<file path="src/rtl/tst_pkg.sv">
// Timer slot table package: request, response and command types, codes and sizes.
// Used by every module of the timer slot table and by its checker.
`timescale 1ns / 1ps
package tst_pkg;

   localparam int SLOT_COUNT  = 8;
   localparam int MAX_RESULTS = 8;
   localparam int QUEUE_DEPTH = 2;

   localparam int SLOT_IDX_W = (SLOT_COUNT > 1) ? $clog2(SLOT_COUNT) : 1;
   localparam int REMOVED_W  = $clog2(SLOT_COUNT + 1);
   localparam int FIRE_CNT_W = $clog2(MAX_RESULTS + 1);
   localparam int QPTR_W     = (QUEUE_DEPTH > 1) ? $clog2(QUEUE_DEPTH) : 1;
   localparam int QCNT_W     = $clog2(QUEUE_DEPTH + 1);

   // request opcodes
   localparam logic [1:0] OP_TICK       = 2'd0;
   localparam logic [1:0] OP_SCHEDULE   = 2'd1;
   localparam logic [1:0] OP_UNSCHEDULE = 2'd2;

   // response event kinds
   localparam logic [2:0] EV_FIRED       = 3'd0;
   localparam logic [2:0] EV_NOTHING_DUE = 3'd1;
   localparam logic [2:0] EV_SCHEDULED   = 3'd2;
   localparam logic [2:0] EV_TABLE_FULL  = 3'd3;
   localparam logic [2:0] EV_UNSCHEDULED = 3'd4;

   typedef struct packed {
      logic [1:0]  opcode;
      logic [31:0] now_ms;
      logic [30:0] delay_ms;
      logic        one_shot;
      logic [15:0] handler_id;
   } req_type;

   typedef struct packed {
      logic [2:0]  event_kind;
      logic [4:0]  slot_index;
      logic [15:0] fired_handler;
      logic [5:0]  removed_count;
      logic        last_of_run;
   } rsp_type;

   typedef enum logic [1:0] {
      CMD_TICK,
      CMD_SCHEDULE,
      CMD_UNSCHEDULE
   } cmd_kind_type;

   typedef struct packed {
      cmd_kind_type kind;
      logic [31:0]  now_ms;
      logic [30:0]  delay_ms;
      logic         one_shot;
      logic [15:0]  handler_id;
   } cmd_type;

   // front to queue
   typedef struct packed {
      logic    valid;
      cmd_type cmd;
   } cmd_push_type;

   // queue head as seen by the back end
   typedef struct packed {
      logic    valid;
      cmd_type cmd;
   } cmd_head_type;

   typedef enum logic [1:0] {
      ST_IDLE,
      ST_SCAN,
      ST_FINISH
   } scan_state_type;

endpackage

</file>
<file path="src/rtl/tst_front.sv">
// Front end: accepts requests, decodes the opcode and drops unused codes.
// Depends on tst_pkg; feeds tst_queue.
`timescale 1ns / 1ps
module tst_front (
   input  logic                  clock,
   input  logic                  reset,
   input  logic                  req_valid,
   output logic                  req_stall,
   input  tst_pkg::req_type      req_data,
   input  logic                  q_full,
   output tst_pkg::cmd_push_type push
);
   import tst_pkg::*;

   logic    valid_ff, valid_in;
   cmd_type cmd_ff, cmd_in;
   logic    accept;
   logic    push_done;

   // hold the decoded request while the queue is full
   assign req_stall = valid_ff && q_full;
   assign accept    = req_valid && !req_stall;
   assign push_done = valid_ff && !q_full;

   assign push.valid = valid_ff;
   assign push.cmd   = cmd_ff;

   // decode opcode, drop the unused code
   always_comb begin
      valid_in           = valid_ff && !push_done;
      cmd_in             = cmd_ff;
      if (accept) begin
         cmd_in.now_ms     = req_data.now_ms;
         cmd_in.delay_ms   = req_data.delay_ms;
         cmd_in.one_shot   = req_data.one_shot;
         cmd_in.handler_id = req_data.handler_id;
         unique case (req_data.opcode)
            OP_TICK: begin
               cmd_in.kind = CMD_TICK;
               valid_in    = 1'b1;
            end
            OP_SCHEDULE: begin
               cmd_in.kind = CMD_SCHEDULE;
               valid_in    = 1'b1;
            end
            OP_UNSCHEDULE: begin
               cmd_in.kind = CMD_UNSCHEDULE;
               valid_in    = 1'b1;
            end
            default: begin
               valid_in    = 1'b0;
            end
         endcase
      end
   end

   always_ff @(posedge clock) begin
      if (reset) begin
         valid_ff <= 1'b0;
      end else begin
         valid_ff <= valid_in;
      end
      cmd_ff <= cmd_in;
   end

endmodule

</file>
<file path="src/rtl/tst_queue.sv">
// Short command queue between the front end and the scan engine.
// Depends on tst_pkg; written by tst_front, read by tst_back.
`timescale 1ns / 1ps
module tst_queue (
   input  logic                  clock,
   input  logic                  reset,
   input  tst_pkg::cmd_push_type push,
   output logic                  q_full,
   output tst_pkg::cmd_head_type head,
   input  logic                  pop
);
   import tst_pkg::*;

   cmd_type            entry_ff [QUEUE_DEPTH];
   logic [QPTR_W-1:0]  wr_ptr_ff, wr_ptr_in;
   logic [QPTR_W-1:0]  rd_ptr_ff, rd_ptr_in;
   logic [QCNT_W-1:0]  count_ff, count_in;
   logic               do_push;
   logic               do_pop;

   assign q_full     = (count_ff == QCNT_W'(QUEUE_DEPTH));
   assign head.valid = (count_ff != '0);
   assign head.cmd   = entry_ff[rd_ptr_ff];

   assign do_push = push.valid && !q_full;
   assign do_pop  = pop && head.valid;

   // advance pointers with wrap at the queue depth
   always_comb begin
      wr_ptr_in = wr_ptr_ff;
      rd_ptr_in = rd_ptr_ff;
      count_in  = count_ff;
      if (do_push) begin
         wr_ptr_in = (wr_ptr_ff == QPTR_W'(QUEUE_DEPTH - 1)) ? '0 : wr_ptr_ff + 1'b1;
      end
      if (do_pop) begin
         rd_ptr_in = (rd_ptr_ff == QPTR_W'(QUEUE_DEPTH - 1)) ? '0 : rd_ptr_ff + 1'b1;
      end
      if (do_push && !do_pop) begin
         count_in = count_ff + 1'b1;
      end else if (do_pop && !do_push) begin
         count_in = count_ff - 1'b1;
      end
   end

   always_ff @(posedge clock) begin
      if (reset) begin
         wr_ptr_ff <= '0;
         rd_ptr_ff <= '0;
         count_ff  <= '0;
      end else begin
         wr_ptr_ff <= wr_ptr_in;
         rd_ptr_ff <= rd_ptr_in;
         count_ff  <= count_in;
      end
      if (do_push) begin
         entry_ff[wr_ptr_ff] <= push.cmd;
      end
   end

endmodule

</file>
<file path="src/rtl/tst_back.sv">
// Scan engine: holds the slot table, walks it one slot a cycle per command while the output
// is free, and drives the response register. Depends on tst_pkg; fed by tst_queue.
`timescale 1ns / 1ps
module tst_back (
   input  logic                  clock,
   input  logic                  reset,
   input  tst_pkg::cmd_head_type head,
   output logic                  pop,
   output logic                  rsp_valid,
   input  logic                  rsp_stall,
   output tst_pkg::rsp_type      rsp_data
);
   import tst_pkg::*;

   // slot table
   logic [31:0] due_ff    [SLOT_COUNT];
   logic        once_ff   [SLOT_COUNT];
   logic [31:0] period_ff [SLOT_COUNT];
   logic [15:0] tag_ff    [SLOT_COUNT];

   scan_state_type        state_ff, state_in;
   cmd_type               cmd_ff, cmd_in;
   logic [SLOT_IDX_W-1:0] idx_ff, idx_in;
   logic [FIRE_CNT_W-1:0] fired_ff, fired_in;
   logic [REMOVED_W-1:0]  removed_ff, removed_in;
   logic                  pend_valid_ff, pend_valid_in;
   rsp_type               pend_ff, pend_in;
   logic                  out_valid_ff, out_valid_in;
   rsp_type               out_ff, out_in;

   // slot write controls
   logic        due_we, slot_we;
   logic [31:0] due_wdata;

   logic [31:0] cur_due;
   logic [15:0] cur_tag;
   logic        out_free;
   logic        last_slot;
   logic        fire_hit;

   assign cur_due   = due_ff[idx_ff];
   assign cur_tag   = tag_ff[idx_ff];
   assign out_free  = !out_valid_ff || !rsp_stall;
   assign last_slot = (idx_ff == SLOT_IDX_W'(SLOT_COUNT - 1));
   assign fire_hit  = (cur_due != '0) && (cur_due <= cmd_ff.now_ms);

   assign rsp_valid = out_valid_ff;
   assign rsp_data  = out_ff;

   // sequence the scan and build responses
   always_comb begin
      state_in      = state_ff;
      cmd_in        = cmd_ff;
      idx_in        = idx_ff;
      fired_in      = fired_ff;
      removed_in    = removed_ff;
      pend_valid_in = pend_valid_ff;
      pend_in       = pend_ff;
      out_valid_in  = out_valid_ff && rsp_stall;
      out_in        = out_ff;
      pop           = 1'b0;
      due_we        = 1'b0;
      slot_we       = 1'b0;
      due_wdata     = '0;

      unique case (state_ff)
         ST_IDLE: begin
            if (head.valid) begin
               pop           = 1'b1;
               cmd_in        = head.cmd;
               idx_in        = '0;
               fired_in      = '0;
               removed_in    = '0;
               pend_valid_in = 1'b0;
               state_in      = ST_SCAN;
            end
         end
         ST_SCAN: begin
            if (out_free) begin
               if (last_slot) begin
                  state_in = ST_FINISH;
               end else begin
                  idx_in = idx_ff + 1'b1;
               end
               unique case (cmd_ff.kind)
                  CMD_TICK: begin
                     if (fire_hit) begin
                        due_we    = 1'b1;
                        due_wdata = once_ff[idx_ff] ? '0 : cmd_ff.now_ms + period_ff[idx_ff];
                        if (fired_ff < FIRE_CNT_W'(MAX_RESULTS)) begin
                           fired_in = fired_ff + 1'b1;
                           // release the earlier firing, keep this one back
                           if (pend_valid_ff) begin
                              out_valid_in = 1'b1;
                              out_in       = pend_ff;
                           end
                           pend_valid_in         = 1'b1;
                           pend_in.event_kind    = EV_FIRED;
                           pend_in.slot_index    = 5'(idx_ff);
                           pend_in.fired_handler = cur_tag;
                           pend_in.removed_count = '0;
                           pend_in.last_of_run   = 1'b0;
                        end
                     end
                  end
                  CMD_SCHEDULE: begin
                     if (cur_due == '0) begin
                        due_we               = 1'b1;
                        slot_we              = 1'b1;
                        due_wdata            = cmd_ff.now_ms + {1'b0, cmd_ff.delay_ms};
                        out_valid_in         = 1'b1;
                        out_in.event_kind    = EV_SCHEDULED;
                        out_in.slot_index    = 5'(idx_ff);
                        out_in.fired_handler = cmd_ff.handler_id;
                        out_in.removed_count = '0;
                        out_in.last_of_run   = 1'b1;
                        state_in             = ST_IDLE;
                     end
                  end
                  CMD_UNSCHEDULE: begin
                     if ((cur_due != '0) && (cur_tag == cmd_ff.handler_id)) begin
                        due_we     = 1'b1;
                        due_wdata  = '0;
                        removed_in = removed_ff + 1'b1;
                     end
                  end
                  default: begin
                  end
               endcase
            end
         end
         ST_FINISH: begin
            if (out_free) begin
               out_valid_in         = 1'b1;
               out_in.slot_index    = '0;
               out_in.fired_handler = '0;
               out_in.removed_count = '0;
               out_in.last_of_run   = 1'b1;
               unique case (cmd_ff.kind)
                  CMD_TICK: begin
                     if (pend_valid_ff) begin
                        out_in             = pend_ff;
                        out_in.last_of_run = 1'b1;
                     end else begin
                        out_in.event_kind = EV_NOTHING_DUE;
                     end
                  end
                  CMD_SCHEDULE: begin
                     out_in.event_kind = EV_TABLE_FULL;
                  end
                  CMD_UNSCHEDULE: begin
                     out_in.event_kind    = EV_UNSCHEDULED;
                     out_in.removed_count = 6'(removed_ff);
                  end
                  default: begin
                     out_in.event_kind = EV_NOTHING_DUE;
                  end
               endcase
               pend_valid_in = 1'b0;
               state_in      = ST_IDLE;
            end
         end
         default: begin
            state_in = ST_IDLE;
         end
      endcase
   end

   always_ff @(posedge clock) begin
      if (reset) begin
         state_ff      <= ST_IDLE;
         out_valid_ff  <= 1'b0;
         pend_valid_ff <= 1'b0;
      end else begin
         state_ff      <= state_in;
         out_valid_ff  <= out_valid_in;
         pend_valid_ff <= pend_valid_in;
      end
      cmd_ff     <= cmd_in;
      idx_ff     <= idx_in;
      fired_ff   <= fired_in;
      removed_ff <= removed_in;
      pend_ff    <= pend_in;
      out_ff     <= out_in;
   end

   // slot table: due time and one-shot mark clear at reset
   always_ff @(posedge clock) begin
      if (reset) begin
         for (int s = 0; s < SLOT_COUNT; s++) begin
            due_ff[s]  <= '0;
            once_ff[s] <= 1'b0;
         end
      end else begin
         if (due_we) begin
            due_ff[idx_ff] <= due_wdata;
         end
         if (slot_we) begin
            once_ff[idx_ff] <= cmd_ff.one_shot;
         end
      end
      if (slot_we) begin
         period_ff[idx_ff] <= cmd_ff.one_shot ? '0 : {1'b0, cmd_ff.delay_ms};
         tag_ff[idx_ff]    <= cmd_ff.handler_id;
      end
   end

endmodule

</file>
<file path="src/rtl/timer_slot_table_top.sv">
// Timer slot table, top level: SLOT_COUNT slots scanned one a cycle per request while the
// response register is free. For a tick or unschedule the scan engine pops the request,
// scans every slot and closes with a final response; a schedule ends at the first free
// slot. The scan engine takes no new request until the last one is done; response stalls
// hold the scan. Reset (synchronous) frees every slot.
`timescale 1ns / 1ps
module timer_slot_table_top (
   input  logic             clock,
   input  logic             reset,
   input  logic             req_valid,
   output logic             req_stall,
   input  tst_pkg::req_type req_data,
   output logic             rsp_valid,
   input  logic             rsp_stall,
   output tst_pkg::rsp_type rsp_data
);
   import tst_pkg::*;

   cmd_push_type push;
   cmd_head_type head;
   logic         q_full;
   logic         pop;

   tst_front u_front (
      .clock     (clock),
      .reset     (reset),
      .req_valid (req_valid),
      .req_stall (req_stall),
      .req_data  (req_data),
      .q_full    (q_full),
      .push      (push)
   );

   tst_queue u_queue (
      .clock  (clock),
      .reset  (reset),
      .push   (push),
      .q_full (q_full),
      .head   (head),
      .pop    (pop)
   );

   tst_back u_back (
      .clock     (clock),
      .reset     (reset),
      .head      (head),
      .pop       (pop),
      .rsp_valid (rsp_valid),
      .rsp_stall (rsp_stall),
      .rsp_data  (rsp_data)
   );

endmodule

</file>
<file path="config.mk">
export PLATFORM = sky130hd
export DESIGN_NAME = timer_slot_table_top
export DESIGN_NICKNAME = d
export VERILOG_FILES = /design/src/rtl/tst_pkg.sv /design/src/rtl/tst_front.sv /design/src/rtl/tst_queue.sv /design/src/rtl/tst_back.sv /design/src/rtl/timer_slot_table_top.sv
export SDC_FILE = /design/constraint.sdc
export NUM_CORES = 1
export LEC_CHECK = 0
export BUFFER_PORTS_ARGS = -buffer_cell sky130_fd_sc_hd__buf_2
export CORE_ASPECT_RATIO = 0.9
export CORE_MARGIN = 1.5
export CORE_UTILIZATION = 35
export CTS_CLUSTER_DIAMETER = 120
export DETAILED_ROUTE_END_ITERATION = 6
export PLACE_DENSITY = 0.63
export SYNTH_ARGS = -nofsm -noshare
export SYNTH_HDL_FRONTEND = slang
export SYNTH_SLANG_ARGS = --single-unit
export TNS_END_PERCENT = 5
</file>
<file path="constraint.sdc">
create_clock -name clock -period 6.8 [get_ports clock]
set_clock_uncertainty 0.1 [all_clocks]
set_input_delay 0.34 -clock clock [delete_from_list [all_inputs] [get_ports clock]]
set_output_delay 0.34 -clock clock [all_outputs]
set_load 0.01 [all_outputs]
</file>
# After elaboration in Yosys (flattened, before gate mapping)
# Memories as Yosys holds them, arrays and structs flattened. A register that Yosys moved wholly into a read port is not among the register bits.
# Cells that the tools add are included.
[word_totals] reg_bits=152 output_inout_bits=33 mem_count=5 mem_bits_rw=804
[mem_list] memory="u_back.due_ff" words=8 width=32 rd=1 rd_clocked_by_memory_dff=1 wr=8 line_no="tst_back.sv:16" rtl="logic [31:0] due_ff [SLOT_COUNT];"
[mem_list] memory="u_back.period_ff" words=8 width=31 rd=1 rd_clocked_by_memory_dff=1 wr=1 line_no="tst_back.sv:18" rtl="logic [31:0] period_ff [SLOT_COUNT];"
[mem_list] memory="u_queue.entry_ff" words=2 width=82 rd=1 rd_clocked_by_memory_dff=1 wr=1 line_no="tst_queue.sv:14" rtl="cmd_type entry_ff [QUEUE_DEPTH];"
[mem_list] memory="u_back.tag_ff" words=8 width=16 rd=1 rd_clocked_by_memory_dff=1 wr=1 line_no="tst_back.sv:19" rtl="logic [15:0] tag_ff [SLOT_COUNT];"
[mem_list] memory="u_back.once_ff" words=8 width=1 rd=1 rd_clocked_by_memory_dff=1 wr=8 line_no="tst_back.sv:17" rtl="logic once_ff [SLOT_COUNT];"
[op_classes] n_eq_ne=23 n_reduce_logical=40 add_sub_neg=9 n_mux=96 magnitude_cmp=2
[ops] op="$mux W31" count=7
[ops] op="$mux W32" count=6
[ops] op="$pmux W31 S2" count=2
[ops] op="$pmux W32 S2" count=1
[ops] op="$mux W1" count=42
[ops] op="$add A32 B31 Y32" count=1
[ops] op="$add A32 B32 Y32" count=1
[ops] op="$le A32 B32 Y1" count=1
[ops] op="$logic_not A32 Y1" count=1
[ops] op="$mux W4" count=8
[ops] op="$reduce_bool A32 Y1" count=1
[ops] op="$reduce_or A32 Y1" count=1
[ops] op="$mux W3" count=9
[ops] op="$mux W26" count=1
[ops] op="$mux W19" count=1
[ops] op="$eq A16 B16 Y1" count=1
[ops] op="$mux W2" count=8
[ops] op="$pmux W4 S2" count=2
[ops] op="$ne A2 B1 Y1 const B" count=7
[ops] op="$ne A3 B2 Y1 const B" count=4
[ops] op="$pmux W2 S3" count=2
[ops] op="$pmux W6 S2" count=1
[ops] op="$logic_and A1 B1 Y1" count=10
[ops] op="$reduce_and A5 Y1" count=2
[ops] op="28 further kinds" count=50

# Depth between registers and ports, before layout
# Gate-level depths: netlist of the first run.
[depth] depth_word=11 ltp_mapped=21 mapped_depth_nobuf=13

# Modules after synthesis
# Synthesis of the first run repeated with hierarchy kept, for this count alone.
[hier_totals] hier_cells=2782 hier_area_um2=45319.7
[by_module_without_submodules] mod="tst_back" cells_per_inst=2410 area_each_um2=36646.4 instances=1 seq_area_each_um2=23532.6
[by_module_without_submodules] mod="tst_queue" cells_per_inst=280 area_each_um2=6133.4 instances=1 seq_area_each_um2=5024.8
[by_module_without_submodules] mod="tst_front" cells_per_inst=92 area_each_um2=2539.9 instances=1 seq_area_each_um2=2482.4

# Least setup slack after synthesis of the first run
# No wires, ideal clock.
[synth_path] path_type="reg-to-reg" start="register (tool-made name)" end="register u_back.out_ff (netlist bit u_back.rsp_data[0]) (enable)" arrival_time_ns=5.987 setup_slack_ns=0.293 path_buffers=9 stages_incl_launch_ff=20 cell_sequence="dfxtp_1 -> buf_2 -> buf_6 -> buf_4 -> buf_2 -> buf_2 -> buf_1 -> buf_1 -> mux2_2 -> ha_1 -> nand4_1 -> nor4_1 -> and3_1 -> a31oi_1 -> or4_1 -> buf_2 -> clkbuf_1 -> nor2_1 -> a21oi_1 -> a21oi_1"
[synth_rtl] item="end signal: assignment" line_no="tst_back.sv:184" rtl="out_ff <= out_in;"
[synth_rtl] item="end: declaration" line_no="tst_back.sv:29" rtl="rsp_type out_ff, out_in;"

==> out/results.tsv, run 1 <==
stage	metric	value	unit
outcome	status	finished clean	
placement	placedCellCount	4414	
placement	io_buffers	114	
flow_run	max_cap_violations	0	
critical_path	critical_path_buf_inv_count	2	
grt	grt_overflow_total	0	
placement	post-dp-hpwl	69.2	mm
clocking	cts_max_level	3	
synthesis	async_flop_share	0	%
critical_path	crit_type	flip-flop to flip-flop	
cells_and_area	syn2layout_area_growth	15.7	%
synthesis	syn_avg_cell_area	16.7	um2
synthesis	syn_area	44300	um2
critical_path	arrival	6.23	ns
synthesis	synth_seq_cells	1037	
route	wl_per_cell	23.2	um
critical_path	cp_cell_sequence	buf_4 -> mux4_2 -> mux2_2 -> ha_1 -> nand4_1 -> nor3_1 -> a221oi_1 -> a21oi_1 -> or4_1 -> buf_4 -> nor3_1 -> a22oi_1 -> nor2_1	
grt	grt_pass1_vias	23971	
critical_path	rr_endpoint	u_back.due_ff[2][17]$_SDFFCE_PN0P_	
clocking	cts-resized-gates	0	
sta	layout_min_cycle_time	5.91	ns
synthesis	synth_edf_count	1025	
clocking	root_buffer	clkbuf_16	
floorplanning	die_area	129000	um2
route	via_count	24553	
placement	gp_congestion	0.932	
critical_path	crit_required	7.12	ns
critical_path	slowest_delay	0.84	ns
critical_path	path_delay_family	simple AND/OR/NAND/NOR gates	
cells_and_area	regArea	31000	um2
power	peakVddDrop	231	uV
sta	slew_viol_final	0	
critical_path	r2r_cells	13	
synthesis	ys_warn_count	0	
cells_and_area	drive_gt1_share	23.1	%
cells_and_area	n_fill_cell	11275	
critical_path	path_depth	13	
grt	grt_antenna_before_repair	5	
critical_path	rrSetupSlack	0.89	ns
sta	period_share	86.8	%
cells_and_area	multiInputGateArea	12600	um2
sta	setup_violations	0	
grt	grt_pass1_wl	158	mm
clocking	insertion_delay	0.72	ns
route	drt-total-wl	108	mm
synthesis	ys_types	77	
clocking	post_cts_buffers	0	
critical_path	start_kind	flip-flop	
cells_and_area	stdcell_count	4676	
cells_and_area	fin_nets	3103	
synthesis	yosysSeqAreaShare	70.0	%
grt	grt_max_degree	61	
floorplanning	die_h	341	um
floorplanning	io_pins	119	
route	drt-initial-drc-count	2487	
floorplanning	coreArea	125000	um2
clocking	clk_path_buf_depth	3	
clocking	cts_sinks	1037	
sta	timing.slew.headroom	27.0	%
critical_path	worstPathMaxFanout	18	
critical_path	crit_path_end_kind	flip-flop	
sta	worst_pin_slew	1.10	ns
clocking	cts_made_buffers	97	
grt	grt_usage	16.7	%
power	pwr_density_cell	426	nW/um2
power	p_leak	17.2	nW
sta	fmax	169	MHz
clocking	cts_tree	built	
sta	tns	0	ns
sta	hold_viol_final	0	
floorplanning	die_w	378	um
hold_path	hold_class	input port to flip-flop	
clocking	clk_pin_slew	0.06	ns
route	viasPerCell	5.25	
floorplanning	row_count	123	
route	antenna_left	0	
critical_path	endpoint	u_back.due_ff[2][17]$_SDFFCE_PN0P_	
critical_path	cp_slowest_cell	or4_1	
sta	rsz0062_at_grt	no	
synthesis	ys.flop_type	edfxtp_1	
route	drc	0	
floorplanning	initial_core_util	35.4	%
synthesis	syn_inst	2650	
route	dr.pass1.iters	6	
## routing by layer
| metal | up-vias | wire (um) | track usage, % |
|---|---|---|---|
| met1 | 12524 | 48700 | 24.1 |
| li1 | 10946 | - | - |
| met5 | - | 0 | 0 |
| met4 | 0 | 2890 | 5.36 |
| met2 | 923 | 47800 | 24.8 |
| met3 | 160 | 9000 | 4.00 |
## cell usage in the layout, fill, tap and decap left out, types with 22 or more instances in the layout
master and n:
clkbuf_1 22, clkbuf_16 100, nand2b_1 24, dlygate4sd3_1 86, nor2_1 262, edfxtp_1 1025, ha_1 103, buf_4 67
nor2b_1 50, a21oi_1 85, xnor2_1 30, nor4_1 25, inv_1 59, a21o_1 34, nor3_1 59, xor2_1 32
mux2_2 166, o21ai_0 38, buf_2 114, mux4_2 152, nand2_1 69
## area by class of cell
type / instances / share of cell area [%]
flip-flops and latches: 1037 / 60.5
clock buffers: 123 / 5.07
inverters: 65 / 0.483
diodes: 2 / 0.00976
repair buffers: 279 / 4.24
clock inverters: 51 / 1.10
multi-input cells: 1432 / 24.5
well taps: 1687 / 4.12
## where the power goes
group	internal, mW	switching [mW]	leakage, nW
logic	3.15	4.39	5.80
registers	8.02	0.813	9.84
clock network	3.09	2.36	1.53
total	14.3	7.56	17.2
## cells by family after synthesis
group / synth area share (%)
AOI/OAI and AO/OA: 4.97
xor gates and xnor gates: 1.23
adders and majority gates: 3.00
buffers and inverters: 1.85
DFF: 70.0
muxes: 12.3
other: 0.00846
and+or+nand+nor: 6.70
## Yosys cell counts, drive strengths merged, types with 15 or more instances
cell type / instances / area, um2
a21oi: 87 / 435
nor2: 268 / 1010
xor2: 32 / 280
a21o: 34 / 255
mux4: 152 / 3420
nor4: 25 / 156
o21a: 16 / 120
clkbuf: 71 / 268
mux2: 166 / 1870
nand2: 69 / 259
inv: 65 / 244
nand3: 22 / 115
and2: 18 / 113
nor3: 63 / 330
nand2b: 24 / 150
nand4: 17 / 151
xnor2: 30 / 263
o32ai: 15 / 131
buf: 48 / 309
nor2b: 50 / 313
o21ai: 48 / 240
a22o: 21 / 184
ha: 103 / 1290
edfxtp: 1025 / 30800
## worst min-delay path by stage
stage / startpoint / end / depth (start not counted)
after floorplan: u_front.push[0]$_DFFE_PP_ / u_queue.entry_ff[0][0]$_DFFE_PP_ / 0
after global placement: u_front.push[47]$_DFFE_PP_ / u_queue.entry_ff[0][47]$_DFFE_PP_ / 0
final: req_data[1] / u_front.push[1]$_DFFE_PP_ / 2
after global routing: req_data[56] / u_front.push[56]$_DFFE_PP_ / 2
after CTS: req_data[27] / u_front.push[27]$_DFFE_PP_ / 2
after detailed placement: u_front.push[55]$_DFFE_PP_ / u_queue.entry_ff[0][55]$_DFFE_PP_ / 0
## worst reg2reg max path: cells and delay by family, from the launching register on
family,cells,cell delay [ns]
mux,2,0.90
buf+inv,2,0.71
flops,1,0.60
fa+ha+maj,1,0.30
compound gates,3,1.31
simple gates,5,1.72
## timing repair
item	CTS	global route
endpoints found under the hold margin	90	0
endpoints found under the setup margin	0	0
hold buffers	86	0
## flip-flops by register name, summed over array words and instances (netlist names), named ones only
name                  cells
u_back.cmd_ff            82
u_queue.entry_ff        164
u_queue.count_ff          2
u_back.idx_ff             3
u_front.valid_ff          1
u_front.push             82
u_back.pend_ff           19
u_back.period_ff        248
u_back.state_ff           2
u_back.pend_valid_ff      1
u_back.tag_ff           128
u_back.removed_ff         4
u_queue.wr_ptr_ff         1
u_back.due_ff           256
u_back.rsp_data          27
u_queue.rd_ptr_ff         1
u_back.once_ff            8
u_back.fired_ff           4
u_back.rsp_valid          1
## stage by stage
step / util [%] / total power, mW / setup WS [ns] / hold slack, ns / area (um2)
after global routing: 40.9 / 22.9 / 0.554 / 0.208 / 51300
after floorplan: - / 14.0 / 0.293 / 0.321 / 44300
after global placement: 37.7 / 16.4 / 1.04 / 0.323 / 47300
after detailed placement: 37.7 / 16.4 / 1.01 / 0.330 / 47300
after CTS: 40.9 / 21.9 / 0.970 / 0.187 / 51300
final: 40.9 / 21.8 / 0.895 / 0.246 / 51300
Note: power is estimated with default switching activity, not from simulation.
==> inputs of run 2 (changes only) <==
--- a/config.mk
+++ b/config.mk
@@ -11,6 +11,7 @@
 export CORE_UTILIZATION = 35
 export CTS_CLUSTER_DIAMETER = 120
 export DETAILED_ROUTE_END_ITERATION = 6
+export GPL_TIMING_DRIVEN = 0
 export PLACE_DENSITY = 0.63
 export SYNTH_ARGS = -nofsm -noshare
 export SYNTH_HDL_FRONTEND = slang
==> out/results.tsv, run 2 (synthesis gave the netlist of run 1 again) <==
stage	metric	value	unit	change
critical_path	crit_type	flip-flop to flip-flop		
cells_and_area	reg.largest.list	u_back.due_ff (256), u_back.period_ff (248), u_queue.entry_ff (164)		
sta	layout_setup_ws	-0.0311	ns	-0.926 ns
cells_and_area	fin_nets	3168		+2.1%
clocking	cts_made_buffers	97		unchanged
sta	period_share	100	%	+14 points
placement	io_buffers	113		-0.88%
floorplanning	io_pins	119		unchanged
critical_path	arrival	7.13	ns	+0.90 ns
cells_and_area	syn2layout_area_growth	16.9	%	
cells_and_area	final_cell_mix	edfxtp_1 (1,025), nor2_1 (262), mux2_2 (166)		
sta	hold_viol_final	0		unchanged
cells_and_area	final_common_cell	edfxtp_1		
power	peakVddDrop	247	uV	+6.9%
outcome	violations	negative setup slack		
power	p_int	14.3	mW	about the same
floorplanning	initial_core_util	35.4	%	unchanged
floorplanning	die_h	341	um	unchanged
clocking	clk_pin_slew	0.06	ns	about the same
sta	slew_viol_final	0		unchanged
grt	grt_overflow_total	0		unchanged
cells_and_area	largest_reg_flops	256		unchanged
power	pwr-share-comb	36.5	%	+2.0 points
cells_and_area	largest_register	u_back.due_ff		
sta	fin_worst_hold_slack	0.0629	ns	-0.183 ns
route	drc	0		unchanged
route	via_count	24700		+0.60%
route	viasPerCell	5.22		-0.61%
critical_path	worstPathMaxFanout	19		+1
clocking	insertion_delay	0.72	ns	about the same
power	p_leak	17.3	nW	+0.84%
critical_path	crit_required	7.09	ns	-0.03 ns
hold_path	hold_class	input port to flip-flop		
sta	fmax	146	MHz	-14%
floorplanning	die_area	129000	um2	unchanged
grt	grt_max_degree	68		+11%
power	switchingPower	7.81	mW	+3.2%
floorplanning	die_w	378	um	unchanged
placement	gp_congestion	0.946		+1.5%
power	sw_frac_of_total	35.4	%	+0.74 points
floorplanning	coreArea	125000	um2	unchanged
route	wl_per_cell	23.8	um	+2.7%
outcome	status	complete, but fails checks		
clocking	cts_tree	built		
placement	placed_area	47700	um2	+0.95%
route	antenna_left	0		unchanged
flow_run	max_cap_violations	0		unchanged
sta	rsz0062_at_grt	yes		
cells_and_area	finish.instance_area	51800	um2	+1.0%
route	drt-initial-drc-count	2308		-7.2%
power	seq_power_share	39.2	%	-1.3 points
cells_and_area	drive_gt1_share	23.3	%	+0.22 points
placement	post-dp-hpwl	77.8	mm	+13%
grt	grt_usage	17.6	%	+0.87 points
grt	grt_antenna_before_repair	1		-4
critical_path	start_kind	flip-flop		
route	drt-total-wl	113	mm	+4.0%
clocking	cts_max_level	3		unchanged
grt	grt_pass1_wl	165	mm	+4.4%
sta	setup_violations	10		+10
grt	grt_pass1_vias	24908		+3.9%
power	pwr-share-clk	24.2	%	-0.8 points
sta	timing.slew.headroom	20.6	%	-6.4 points
clocking	cts_sinks	1037		unchanged
critical_path	crit_path_end_kind	flip-flop		
clocking	clk_path_buf_depth	3		unchanged
floorplanning	row_count	123		unchanged
power	pwr_density_cell	426	nW/um2	about the same
sta	worst_pin_slew	1.19	ns	+0.0961 ns
sta	layout_min_cycle_time	6.83	ns	+0.926 ns
route	dr.pass1.iters	5		-1
clocking	root_buffer	clkbuf_16		
run 2: cell count changes in the layout (fill, tap and decap cells not counted), sizes merged:
| cell | delta |
|---|---|
| bufinv | -2 |
| buf | -6 |
| clkbuf | +74 |
| dlygate4sd3 | -2 |
| diode | -1 |
| clkinv | -3 |
| clkinvlp | -3 |
run 2: critical path, cell delays in order, from the launching register on:
cell and delay (ns):
dfxtp_1 0.31, buf_2 0.25, clkbuf_1 0.73, mux4_2 0.45, nor4_1 0.61, nand4_1 0.31
o22ai_1 0.54, and2_1 0.21, clkbuf_2 0.18, nand2_1 0.38, nor2_1 0.69, nand2_1 0.19
clkbuf_1 0.36, nor2_4 0.74, buf_12 0.27, buf_16 0.18
run 2: area by class of cell:
| class | count | area (um2) |
|---|---|---|
| buffer | 117 | 619 |
| tap | 1687 | 2110 |
| clock buffer | 124 | 2570 |
| clock inverter | 43 | 495 |
| inverter | 65 | 249 |
| timing repair buffer | 227 | 2030 |
| sequential | 1037 | 31000 |
| antenna | 1 | 2.50 |
| fill | 11309 | 73500 |
| multi-input combinational | 1432 | 12700 |
run 2: stage by stage:
stage          util, %  instances  setup TNS, ns  total power [mW]  setup slack, ns
2_1_floorplan        -       2653              0              14.0            0.293
3_3_place_gp      37.5       4453       -1536.59              16.4            -3.21
3_5_place_dp      38.1       4482        -620.13              16.5            -1.77
4_1_cts           41.3       4732              0              22.0           0.0221
5_1_grt           41.4       4732          -2.65              23.2           -0.207
6_report          41.4       4733         -0.184              22.1          -0.0311
run 2: power groups by stage:
stage / Combinational [mW] / Sequential (mW) / Clock [mW]
2_1_floorplan: 5.53 / 8.42 / 0
3_3_place_gp: 7.61 / 8.81 / 0
3_5_place_dp: 7.76 / 8.77 / 0
4_1_cts: 7.94 / 8.64 / 5.45
5_1_grt: 8.77 / 8.70 / 5.69
6_report: 8.06 / 8.65 / 5.35
run 2: path summary, 6_finish.rpt:
| path | cells past startpoint | start | slack, ns | endpoint |
|---|---|---|---|---|
| min | 3 | req_valid | 0.06 | u_front.push[80]$_DFFE_PP_ |
| max reg2reg | 15 | flip-flop | -0.03 | u_back.period_ff[1][17]$_DFFE_PP_ |
| max | 15 | flip-flop | -0.03 | u_back.period_ff[1][17]$_DFFE_PP_ |
| min reg2reg | 0 | u_front.push[41]$_DFFE_PP_ | 0.32 | u_queue.entry_ff[1][41]$_DFFE_PP_ |
run 2: per-layer routing:
layer	global-route usage, %	up-vias	share of wire [%]
met5	0	-	0
met2	26.2	980	44
met3	5.15	189	9.4
met1	24.7	12453	44
met4	5.38	0	2.9
li1	-	11078	-
run 2: what timing repair did:
item                                    CTS  global route
hold buffers                             84             0
resized for setup                        47            26
pin swaps                                 1             2
buffers inserted                          1             0
endpoints found under the setup margin  564           334
hold endpoints to repair                 86             0
==> inputs of run 3 (changes only) <==
--- a/config.mk
+++ b/config.mk
@@ -8,11 +8,10 @@
 export BUFFER_PORTS_ARGS = -buffer_cell sky130_fd_sc_hd__buf_2
 export CORE_ASPECT_RATIO = 0.9
 export CORE_MARGIN = 1.5
-export CORE_UTILIZATION = 35
+export CORE_UTILIZATION = 56
 export CTS_CLUSTER_DIAMETER = 120
 export DETAILED_ROUTE_END_ITERATION = 6
-export GPL_TIMING_DRIVEN = 0
-export PLACE_DENSITY = 0.63
+export PLACE_DENSITY = 0.87
 export SYNTH_ARGS = -nofsm -noshare
 export SYNTH_HDL_FRONTEND = slang
 export SYNTH_SLANG_ARGS = --single-unit
==> out/results.tsv, run 3 (synthesis gave the netlist of run 1 again) <==
stage	metric	value	unit	change
sta	period_share	90.9	%	-9.5 points
route	wl_per_cell	26.9	um	+13%
clocking	cts_made_buffers	97		unchanged
sta	layout_setup_ws	0.617	ns	+0.648 ns
route	viasPerCell	6.32		+21%
cells_and_area	stdcell_count	4027		-15%
power	pwr_density_cell	435	nW/um2	+2.1%
grt	grt_antenna_before_repair	2		+1
route	routed-wl-met3	9.85	mm	-7.4%
route	via_count	25469		+3.1%
cells_and_area	syn2layout_area_growth	13.5	%	
critical_path	crit_required	7.22	ns	+0.13 ns
grt	grt_pass1_vias	26056		+4.6%
route	antenna_left	0		unchanged
hold_path	hold_class	input port to flip-flop		
cells_and_area	fin_nets	3094		-2.3%
floorplanning	row_count	97		-21%
placement	io_buffers	114		+0.88%
floorplanning	die_w	300	um	-21%
placement	preCtsSetupSlack	0.707	ns	+2.48 ns
route	top_layer	met4		
clocking	clk_path_buf_depth	3		unchanged
cells_and_area	drive_gt1_share	23.4	%	about the same
critical_path	arrival	6.60	ns	-0.53 ns
route	dr.pass1.iters	7		+2
grt	grt_overflow_total	0		unchanged
critical_path	crit_type	flip-flop to flip-flop		
critical_path	worstPathMaxFanout	26		+7
grt	grt_usage	26.8	%	+9.2 points
sta	rsz0062_at_grt	no		
cells_and_area	post-route-util	64.5	%	+23 points
sta	hold_viol_final	0		unchanged
outcome	violations	design-rule violations		
critical_path	rrSetupSlack	0.62	ns	+0.65 ns
route	wl_met2	51.8	mm	+4.4%
cells_and_area	final_cell_mix	edfxtp_1 (1,025), nor2_1 (262), mux2_2 (166)		
sta	timing.slew.headroom	15.3	%	-5.3 points
floorplanning	coreArea	78000	um2	-38%
cells_and_area	reg.largest.list	u_back.due_ff (256), u_back.period_ff (248), u_queue.entry_ff (164)		
clocking	cts_tree	built		
sta	worst_pin_slew	1.27	ns	+0.0789 ns
clocking	root_buffer	clkbuf_16		
clocking	cts_max_level	3		unchanged
floorplanning	die_h	270	um	-21%
clocking	cts_sinks	1037		unchanged
sta	setup_violations	0		-10
placement	post-dp-hpwl	67.5	mm	-13%
route	drc	1		+1
cells_and_area	largest_register	u_back.due_ff		
placement	placed_area	46300	um2	-2.9%
floorplanning	die_area	80800	um2	-37%
floorplanning	io_pins	119		unchanged
sta	tns	0	ns	+0.184 ns
sta	fin_worst_hold_slack	0.0639	ns	+0.00102 ns
cells_and_area	largest_reg_flops	256		unchanged
critical_path	start_kind	flip-flop		
placement	gp_congestion	0.988		+4.4%
cells_and_area	finish.instance_area	50300	um2	-2.9%
cells_and_area	n_fill_cell	5042		-55%
critical_path	crit_path_end_kind	flip-flop		
power	peakVddDrop	300	uV	+21%
power	p_leak	17.1	nW	-1.1%
sta	slew_viol_final	0		unchanged
grt	grt_max_degree	88		+29%
floorplanning	initial_core_util	56.8	%	+21 points
route	drt-total-wl	108	mm	-4.1%
cells_and_area	final_common_cell	edfxtp_1		
grt	grt_pass1_wl	160	mm	-2.9%
outcome	status	complete, but fails checks		
clocking	insertion_delay	0.68	ns	-0.04 ns
route	drt-initial-drc-count	2772		+20%
route	met1_length	41.9	mm	-15%
placement	placedCellCount	3759		-16%
power	power	21.9	mW	-0.92%
flow_run	max_cap_violations	0		unchanged
sta	fmax	162	MHz	+10%
clocking	clk_pin_slew	0.06	ns	about the same
sta	layout_min_cycle_time	6.18	ns	-0.648 ns
clocking	cts-resized-gates	0		-100%
[run 3: changes by cell type in the layout (fill, tap and decap cells not counted), sizes merged]
cell | previous run | this run
buf | 187 | 186
bufinv | 8 | 9
clkbuf | 197 | 114
clkinv | 32 | 48
clkinvlp | 1 | 3
diode | 1 | 3
inv | 67 | 72
[run 3: final timing paths]
check | startpoint | endpoint | cells after the start
hold reg to reg | u_front.push[16]$_DFFE_PP_ | u_queue.entry_ff[1][16]$_DFFE_PP_ | 0
setup / recovery | flip-flop | u_back.due_ff[1][29]$_SDFFCE_PN0P_ | 12
hold / removal | req_valid | u_front.push[80]$_DFFE_PP_ | 3
setup reg to reg | flip-flop | u_back.due_ff[1][29]$_SDFFCE_PN0P_ | 12
[run 3: critical path, cell delays in order, from the launching register on]
cell     delay [ns]
dfxtp_4        0.69
buf_4          0.50
mux4_2         0.59
mux2_2         0.28
ha_1           0.30
nand4_1        0.23
nor4_1         0.47
and3_1         0.23
a31oi_1        0.06
or4_1          1.01
nor3_1         0.80
nand3_1        0.47
a21oi_1        0.27
[run 3: layout make-up]
cell class | count | area, um2 | area share [%]
Sequential cell | 1037 | 31000 | 61.7
Timing Repair Buffer | 270 | 2030 | 4.03
Clock inverter | 67 | 613 | 1.22
Antenna cell | 3 | 7.51 | 0.0149
Tap cell | 1039 | 1300 | 2.58
Inverter | 65 | 246 | 0.490
Clock buffer | 114 | 2530 | 5.04
Multi-Input combinational cell | 1432 | 12500 | 24.9
[run 3: repair_timing]
action,4_1_cts,5_1_grt
hold buffers,84,0
endpoints found under the hold margin,85,0
endpoints found under the setup margin,0,0
setup buffers,0,0
[run 3: routing by layer]
metal	vias to the layer above	GRT usage [%]
met5	-	0
met4	0	11.0
met3	275	5.65
met2	1349	43.2
met1	12902	35.8
li1	10943	-
[run 3: power by group]
part / switching, mW / total, mW / internal [mW]
sequential: 0.839 / 8.86 / 8.02
clock: 2.36 / 5.39 / 3.03
combinational: 4.47 / 7.61 / 3.14
total: 7.67 / 21.9 / 14.2
